## src/sv/slmd_pkg.sv

```systemverilog
package slmd_pkg;

  // Fixed field widths
  localparam int ADC_W    = 12;
  localparam int HEIGHT_W = 7;
  localparam int DECAY_W  = 7;
  localparam int CFG_W    = 2;

  // Defaults for the top-level parameters
  localparam int SEGMENTS_DEF            = 8;
  localparam int SAMPLES_PER_SEGMENT_DEF = 4;

  // Register reset values and height limits
  localparam logic [ADC_W-1:0]    CENTER_RESET = 12'd2267;
  localparam logic [DECAY_W-1:0]  DECAY_RESET  = 7'd7;
  localparam logic [HEIGHT_W-1:0] HEIGHT_MAX   = 7'd127;
  localparam logic [HEIGHT_W-1:0] HEIGHT_FLOOR = 7'd2;

  // Configuration register indexes
  localparam logic [CFG_W-1:0] CFG_CENTER_LEVEL = 2'd0;
  localparam logic [CFG_W-1:0] CFG_DECAY_STEP   = 2'd1;

  // Gain over 2048: low = 64, mid = 96, high = 128
  typedef enum logic [1:0] {
    GAIN_LOW,
    GAIN_MID,
    GAIN_HIGH
  } gain_t;

  // Gain from the bar's distance to the nearer end of the row
  function automatic gain_t position_gain(input int unsigned seg, input int unsigned segments);
    int unsigned from_end;
    int unsigned d;
    from_end = segments - 1 - seg;
    d = (seg < from_end) ? seg : from_end;
    if (d == 0) begin
      return GAIN_LOW;
    end else if (d + 1 >= (segments >> 1)) begin
      return GAIN_HIGH;
    end
    return GAIN_MID;
  endfunction

  // avg * gain / 2048, clamped to the top of the bar
  function automatic logic [HEIGHT_W-1:0] scale_height(input logic [ADC_W-1:0] avg,
                                                        input gain_t g);
    logic [ADC_W+1:0] x3;
    logic [8:0]       v;
    x3 = {2'b00, avg} + {1'b0, avg, 1'b0};
    case (g)
      GAIN_LOW:  v = {2'b00, avg[11:5]};
      GAIN_MID:  v = {1'b0, x3[13:6]};
      GAIN_HIGH: v = {1'b0, avg[11:4]};
      default:   v = '0;
    endcase
    return (v > 9'(HEIGHT_MAX)) ? HEIGHT_MAX : v[HEIGHT_W-1:0];
  endfunction

endpackage

```

## src/sv/slmd_bar_update.sv

```systemverilog
module slmd_bar_update
  import slmd_pkg::*;
#(
  parameter int SEGMENTS = SEGMENTS_DEF,
  localparam int SEG_W   = $clog2(SEGMENTS)
) (
  input  logic                clk,
  input  logic                rst,
  input  logic [DECAY_W-1:0]  decay_step,
  input  logic                avg_valid,
  input  logic [ADC_W-1:0]    avg,
  input  logic [SEG_W-1:0]    avg_seg,
  output logic                avg_taken,
  output logic                result_valid,
  input  logic                result_stall,
  output logic [SEG_W-1:0]    segment_index,
  output logic [HEIGHT_W-1:0] bar_height,
  output logic                frame_end
);

  localparam logic [SEG_W-1:0] SEG_LAST = SEG_W'(SEGMENTS - 1);

  logic [HEIGHT_W-1:0] bar_store [SEGMENTS];
  logic [HEIGHT_W-1:0] fresh;
  logic [HEIGHT_W-1:0] old;
  logic [HEIGHT_W-1:0] fallen;
  logic [HEIGHT_W-1:0] upd;
  logic                load;

  // Output word is taken or empty: next word may enter
  assign load      = avg_valid & (~result_valid | ~result_stall);
  assign avg_taken = load;

  // Rise to the new height, or fall by the decay step down to the floor
  always_comb begin
    fresh  = scale_height(avg, position_gain(int'(avg_seg), SEGMENTS));
    old    = bar_store[avg_seg];
    fallen = (old > decay_step) ? old - decay_step : '0;
    if (fresh > old) begin
      upd = fresh;
    end else if (fallen < HEIGHT_FLOOR) begin
      upd = HEIGHT_FLOOR;
    end else begin
      upd = fallen;
    end
  end

  // Bar heights
  always_ff @(posedge clk) begin
    if (rst) begin
      for (int i = 0; i < SEGMENTS; i++) begin
        bar_store[i] <= '0;
      end
    end else if (load) begin
      bar_store[avg_seg] <= upd;
    end
  end

  // Output register
  always_ff @(posedge clk) begin
    if (rst) begin
      result_valid <= 1'b0;
    end else if (load) begin
      result_valid <= 1'b1;
    end else if (~result_stall) begin
      result_valid <= 1'b0;
    end
  end

  always_ff @(posedge clk) begin
    if (load) begin
      segment_index <= avg_seg;
      bar_height    <= upd;
      frame_end     <= (avg_seg == SEG_LAST);
    end
  end

endmodule

```

## src/sv/segmented_level_meter_decay_unit.sv

```systemverilog
// Throughput: one sample per cycle while sample_stall is low; one result word per
// group of SAMPLES_PER_SEGMENT samples.
// A group's last sample passes through the input register, group total, average
// and output register in that order; result_stall can hold it between them.
// Reset (rst, synchronous): bars, frame position and running sum at 0,
// center_level = 2267, decay_step = 7.
module segmented_level_meter_decay_unit
  import slmd_pkg::*;
#(
  parameter int SEGMENTS            = SEGMENTS_DEF,
  parameter int SAMPLES_PER_SEGMENT = SAMPLES_PER_SEGMENT_DEF,
  localparam int SEG_W              = $clog2(SEGMENTS)
) (
  input  logic                clk,
  input  logic                rst,
  // sample channel
  input  logic                sample_valid,
  output logic                sample_stall,
  input  logic [ADC_W-1:0]    sample,
  // result channel
  output logic                result_valid,
  input  logic                result_stall,
  output logic [SEG_W-1:0]    segment_index,
  output logic [HEIGHT_W-1:0] bar_height,
  output logic                frame_end,
  // configuration
  input  logic                cfg_valid,
  output logic                cfg_ready,
  input  logic [CFG_W-1:0]    cfg_index,
  input  logic [ADC_W-1:0]    cfg_data
);

  localparam int SPS_LOG  = $clog2(SAMPLES_PER_SEGMENT);
  localparam int GRP_W    = (SAMPLES_PER_SEGMENT > 1) ? SPS_LOG : 1;
  localparam int SUM_W    = ADC_W + SPS_LOG;
  // Exact divide by the group size: ceil(2^RECIP_SH / N), then shift
  localparam int RECIP_SH = SUM_W + SPS_LOG;
  localparam int RECIP_W  = RECIP_SH + 1;
  localparam int PROD_W   = SUM_W + RECIP_W;
  localparam longint RECIP =
    ((longint'(1) << RECIP_SH) + SAMPLES_PER_SEGMENT - 1) / SAMPLES_PER_SEGMENT;
  localparam logic [GRP_W-1:0] GRP_LAST = GRP_W'(SAMPLES_PER_SEGMENT - 1);
  localparam logic [SEG_W-1:0] SEG_LAST = SEG_W'(SEGMENTS - 1);

  logic [ADC_W-1:0]   center_level;
  logic [DECAY_W-1:0] decay_step;

  logic               smp_valid;
  logic [ADC_W-1:0]   smp;
  logic [GRP_W-1:0]   grp_cnt;
  logic [SEG_W-1:0]   seg_cnt;
  logic [SUM_W-1:0]   group_sum;
  logic [ADC_W-1:0]   mag;
  logic [SUM_W-1:0]   sum_next;
  logic               grp_end;
  logic               in_go;

  logic               tot_valid;
  logic [SUM_W-1:0]   tot;
  logic [SEG_W-1:0]   tot_seg;
  logic               tot_load;
  logic               tot_free;

  logic               avg_valid;
  logic [ADC_W-1:0]   avg;
  logic [SEG_W-1:0]   avg_seg;
  logic               avg_free;
  logic               avg_taken;
  logic [PROD_W-1:0]  prod;

  // Configuration registers, always ready
  assign cfg_ready = 1'b1;

  always_ff @(posedge clk) begin
    if (rst) begin
      center_level <= CENTER_RESET;
      decay_step   <= DECAY_RESET;
    end else if (cfg_valid) begin
      unique case (cfg_index)
        CFG_CENTER_LEVEL: center_level <= cfg_data;
        CFG_DECAY_STEP:   decay_step   <= cfg_data[DECAY_W-1:0];
        default: ;
      endcase
    end
  end

  // Stage flow: each stage moves when the next one is empty or moving
  assign avg_free     = ~avg_valid | avg_taken;
  assign tot_load     = tot_valid & avg_free;
  assign tot_free     = ~tot_valid | tot_load;
  assign grp_end      = (grp_cnt == GRP_LAST);
  assign in_go        = smp_valid & (~grp_end | tot_free);
  assign sample_stall = smp_valid & ~in_go;

  // Input register
  always_ff @(posedge clk) begin
    if (rst) begin
      smp_valid <= 1'b0;
    end else if (sample_valid & ~sample_stall) begin
      smp_valid <= 1'b1;
    end else if (in_go) begin
      smp_valid <= 1'b0;
    end
  end

  always_ff @(posedge clk) begin
    if (sample_valid & ~sample_stall) begin
      smp <= sample;
    end
  end

  // Rectify and accumulate
  assign mag      = (smp >= center_level) ? smp - center_level : center_level - smp;
  assign sum_next = group_sum + SUM_W'(mag);

  always_ff @(posedge clk) begin
    if (rst) begin
      grp_cnt   <= '0;
      seg_cnt   <= '0;
      group_sum <= '0;
    end else if (in_go) begin
      if (grp_end) begin
        grp_cnt   <= '0;
        group_sum <= '0;
        seg_cnt   <= (seg_cnt == SEG_LAST) ? '0 : seg_cnt + 1'b1;
      end else begin
        grp_cnt   <= grp_cnt + 1'b1;
        group_sum <= sum_next;
      end
    end
  end

  // Group total
  always_ff @(posedge clk) begin
    if (rst) begin
      tot_valid <= 1'b0;
    end else if (in_go & grp_end) begin
      tot_valid <= 1'b1;
    end else if (tot_load) begin
      tot_valid <= 1'b0;
    end
  end

  always_ff @(posedge clk) begin
    if (in_go & grp_end) begin
      tot     <= sum_next;
      tot_seg <= seg_cnt;
    end
  end

  // Group average by reciprocal multiply
  assign prod = PROD_W'(tot) * PROD_W'(RECIP);

  always_ff @(posedge clk) begin
    if (rst) begin
      avg_valid <= 1'b0;
    end else if (tot_load) begin
      avg_valid <= 1'b1;
    end else if (avg_taken) begin
      avg_valid <= 1'b0;
    end
  end

  always_ff @(posedge clk) begin
    if (tot_load) begin
      avg     <= prod[RECIP_SH +: ADC_W];
      avg_seg <= tot_seg;
    end
  end

  // Gain, rise or decay, and the output register
  slmd_bar_update #(
    .SEGMENTS (SEGMENTS)
  ) u_bar_update (
    .clk           (clk),
    .rst           (rst),
    .decay_step    (decay_step),
    .avg_valid     (avg_valid),
    .avg           (avg),
    .avg_seg       (avg_seg),
    .avg_taken     (avg_taken),
    .result_valid  (result_valid),
    .result_stall  (result_stall),
    .segment_index (segment_index),
    .bar_height    (bar_height),
    .frame_end     (frame_end)
  );

endmodule
```

## config.mk

```make
export PLATFORM = sky130hd
export DESIGN_NAME = segmented_level_meter_decay_unit
export DESIGN_NICKNAME = d
export VERILOG_FILES = /design/src/sv/slmd_pkg.sv /design/src/sv/slmd_bar_update.sv /design/src/sv/segmented_level_meter_decay_unit.sv
export SDC_FILE = /design/constraint.sdc
export NUM_CORES = 1
export LEC_CHECK = 0
export BUFFER_PORTS_ARGS = -buffer_cell sky130_fd_sc_hd__buf_2
export CORE_MARGIN = 3
export CORE_UTILIZATION = 28
export DETAILED_ROUTE_END_ITERATION = 6
export GPL_TIMING_DRIVEN = 0
export PLACE_DENSITY = 0.44
export REMOVE_ABC_BUFFERS = 1
export SLEW_MARGIN = 5
export SYNTH_ARGS = -nofsm -noshare
export SYNTH_HDL_FRONTEND = slang
export SYNTH_HIERARCHICAL = 1
export SYNTH_SLANG_ARGS = --single-unit
```

## constraint.sdc

```tcl
create_clock -name clk -period 8.4 [get_ports clk]
set_input_delay 0.84 -clock clk [delete_from_list [all_inputs] [get_ports clk]]
set_output_delay 0.84 -clock clk [all_outputs]
set_load 0.03 [all_outputs]
```

==> run metrics <==
run status=completed; drt via density=4.920; share of layout cells above drive strength 1=0.1337; Power, Total=0.001944 W; Antenna Nets Post-Route=0; Worst Setup SP=avg_seg[2]$_DFFE_PP_; Finished Layout Cells=1356; Core Area=31960 um^2; largest stage delay on the critical path=820 ps; num ports=45; Leak=4.065 nW; EDFF count, synth=109; H-tree levels=4; CTS Sinks=151; Detail Placement HPWL=16560 um; Final min period=6053 ps; R2R setup slack=2350 ps; Post-CTS Hold Fix Bufs=0; DIE HEIGHT=187.1 um; Async SR Flop Fraction=0; Resized cells post-CTS=0; post-route DRC violation count=0; critical path required time=8540 ps; I/O Buffers=43; Post-Synthesis Cells=878; Wirelength per Cell=16.82 um; Multi-input gate area=4684 um^2; vias in the first global route=6639; die area=35020 um^2; area leader, netlist=edfxtp_1; ranking of synthesized cells by area=edfxtp_1, ha_1, dfxtp_1, a21oi_1, mux4_2; Yosys warning total=6; critical path endpoint=u_bar_update/bar_store[1][1]$_SDFFCE_PN0P_; Yosys top cell area share=0.3563; Largest delay share family, worst path=compound AO/OA/AOI/OAI gates; Initial Utilization=0.2874; Post-Route WL=22810 um; unique cell type count in the Yosys netlist=81; CP Data Arrival Time=6200 ps; Worst path slowest cell=a2111oi_4; syn_area_per_cell=10.46 um^2; slew margin rel.=0.2639; fmax=165.2 MHz; critical path launch point type=flip-flop; cts bufs inserted=17; Layout area overhead=13.24%; Tot GR Track Use=0.1338; CTS root buffer=clkbuf_16; max_cap viols=0; fin crit share=0.7206; CP max FO=22; Pre-Repair DR Iteration Count=5; Setup Skew=13.70 ps; Reg clk slew, reported paths=70 ps; critical path class=reg2reg; setup_tns=0 ps; WP depth=14; final core utilization=0.3255; routed vias=6671; Layout fillers=3321; first-pass GRT wire length=36730 um; crit path capture type=flip-flop; RR Startpoint=avg_seg[2]$_DFFE_PP_; RSZ-0062 raised after global routing=no; setup bufs post-CTS=0; critical-path cell list=clkinv_1, ha_1, and2_0, a222oi_1, o31ai_1, o31ai_2, nand2b_1, ha_1, nand3_1, nor2_1, a21o_1, or2_2, a2111oi_4, nor3_1; hold crit path type=reg2reg; Max Transition Viols Final=0; clk_lat worst skew=440 ps; Mapped Area=9186 um^2; CP most frequent cell=ha_1; DRT iter0 DRCs=309; nets@finish=1011; storage element area=4114 um^2; Buf/Inv on CP=1; worst slew pin tran=1099 ps; CTS tree=done; Final Wtd Congestion=0.8029; Inst Count DP=1323; Setup violations, final=0; Cell Rows=65; top_reg_cell synth=edfxtp_1; antenna violations before repair=0; Power Density=186.8 nW/um^2; post-synthesis sequential area ratio=0.4478; Final Hold Fails=0; r2r worst-path depth=14; total grt overflow=0; peak supply drop=0.1301 mV; reg-to-reg endpoint=u_bar_update/bar_store[1][1]$_SDFFCE_PN0P_; Synth Register Bits=151; Clock Path Buffers=2; Die W=187.1 um; pin count of the biggest net entering global routing=41
## synthesized netlist by cell type (12+ instances only)
master and n:
edfxtp_1 109, nor2_1 75, a21oi_1 71, ha_1 69
nand2_1 64, inv_1 58, dfxtp_1 42, nand3_1 29
a211oi_1 23, mux2i_1 19, nor3_1 19, o21ai_0 18
a21o_1 17, and2_1 17, xnor2_1 17, clkbuf_1 16
nand2b_1 15, mux4_2 14, buf_2 12
## worst reg2reg max path: stages, from the launching register on
cell       delay, ps
edfxtp_1         800
clkinv_1         460
ha_1             550
and2_0           350
a222oi_1         470
o31ai_1          150
o31ai_2          680
nand2b_1         130
ha_1             320
nand3_1          120
nor2_1            60
a21o_1           200
or2_2            490
a2111oi_4        820
nor3_1           150
## logic make-up after synthesis
logic type / synth area share
mux: 0.05625
fa+ha+maj: 0.1027
simple gates: 0.1497
flops: 0.4478
compound gates: 0.1737
xor+xnor: 0.02397
other cells: 0.0004082
buf+inv: 0.04549
## placed cells by master (no fill, tap or decap), types with 4 or more instances in the layout
cell type   instances
o32ai_1            10
a21oi_1            70
mux2i_1            19
nand2b_1           15
o31ai_1             4
xor2_1              5
a211o_1             4
nand3b_1            8
nor2_1             74
a22oi_1             6
o21a_1              8
nor3b_1             4
a21o_1             17
and2_1             17
clkinvlp_4          6
nand2_1            64
o21bai_1            6
o21ai_0            18
nand3_1            29
edfxtp_1          109
buf_2              43
o211ai_1           11
fa_1                4
nor3_1             19
a22o_1              5
nor2b_1             7
a31oi_1             5
ha_1               69
dfxtp_1            42
nand4_1            10
a211oi_1           23
a21boi_0            4
clkbuf_16          17
xnor2_1            17
inv_1              58
mux4_2             14
inv_6               4
## report_power, final
group          total [W]  switching (W)  leakage [nW]  internal (W)
clock network   0.000720       0.000337         0.251      0.000383
logic           0.000375       0.000222          2.40      0.000153
registers       0.000849      0.0000137          1.41      0.000835
total            0.00194       0.000573          4.06       0.00137
## per-stage QoR
stage	hold WS (ps)	cell area, um^2	setup slack (ps)
global placement	400.5	9749	531.2
finish	419.2	10400	2347
floorplan	400.3	8990	2792
detailed placement	404.5	9838	2398
CTS	420.0	10390	2380
global route	427.5	10400	1960
## layout make-up
| class | instances | area share |
|---|---|---|
| multi-input combinational | 630 | 0.4503 |
| tap | 435 | 0.05232 |
| antenna | 1 | 0.0002406 |
| inverter | 59 | 0.02129 |
| timing repair buffer | 48 | 0.02766 |
| clock buffer | 17 | 0.04089 |
| sequential | 151 | 0.3955 |
| clock inverter | 15 | 0.01179 |
## registers in the layout, indices dropped and copies added, names as in the netlist
| register | cells |
|---|---|
| avg | 12 |
| avg_seg | 3 |
| avg_valid | 1 |
| center_level | 12 |
| decay_step | 7 |
| group_sum | 14 |
| grp_cnt | 2 |
| seg_cnt | 3 |
| smp | 12 |
| smp_valid | 1 |
| tot | 12 |
| tot_seg | 3 |
| tot_valid | 1 |
| u_bar_update/bar_height | 7 |
| u_bar_update/bar_store | 56 |
| u_bar_update/frame_end | 1 |
| u_bar_update/result_valid | 1 |
| u_bar_update/segment_index | 3 |
## worst min path at each step
stage / end / from / slack (ps) / cells past startpoint
2_1_floorplan: avg[0]$_DFFE_PP_ / tot[2]$_DFFE_PP_ / 400 / 0
3_3_place_gp: avg[3]$_DFFE_PP_ / tot[5]$_DFFE_PP_ / 400 / 0
3_5_place_dp: avg[0]$_DFFE_PP_ / tot[2]$_DFFE_PP_ / 400 / 0
4_1_cts: avg[6]$_DFFE_PP_ / tot[8]$_DFFE_PP_ / 420 / 0
5_1_grt: avg[4]$_DFFE_PP_ / tot[6]$_DFFE_PP_ / 430 / 0
6_report: avg[0]$_DFFE_PP_ / tot[2]$_DFFE_PP_ / 420 / 0
## metal layers
layer | global-route usage | wire [um] | vias up
met4 | 0.04478 | 373 | 0
met3 | 0.02942 | 877 | 19
met2 | 0.2146 | 10540 | 130
met1 | 0.1793 | 11010 | 3193
met5 | 0 | 0 | -
li1 | - | - | 3329
(Power assumes the default switching activity.)
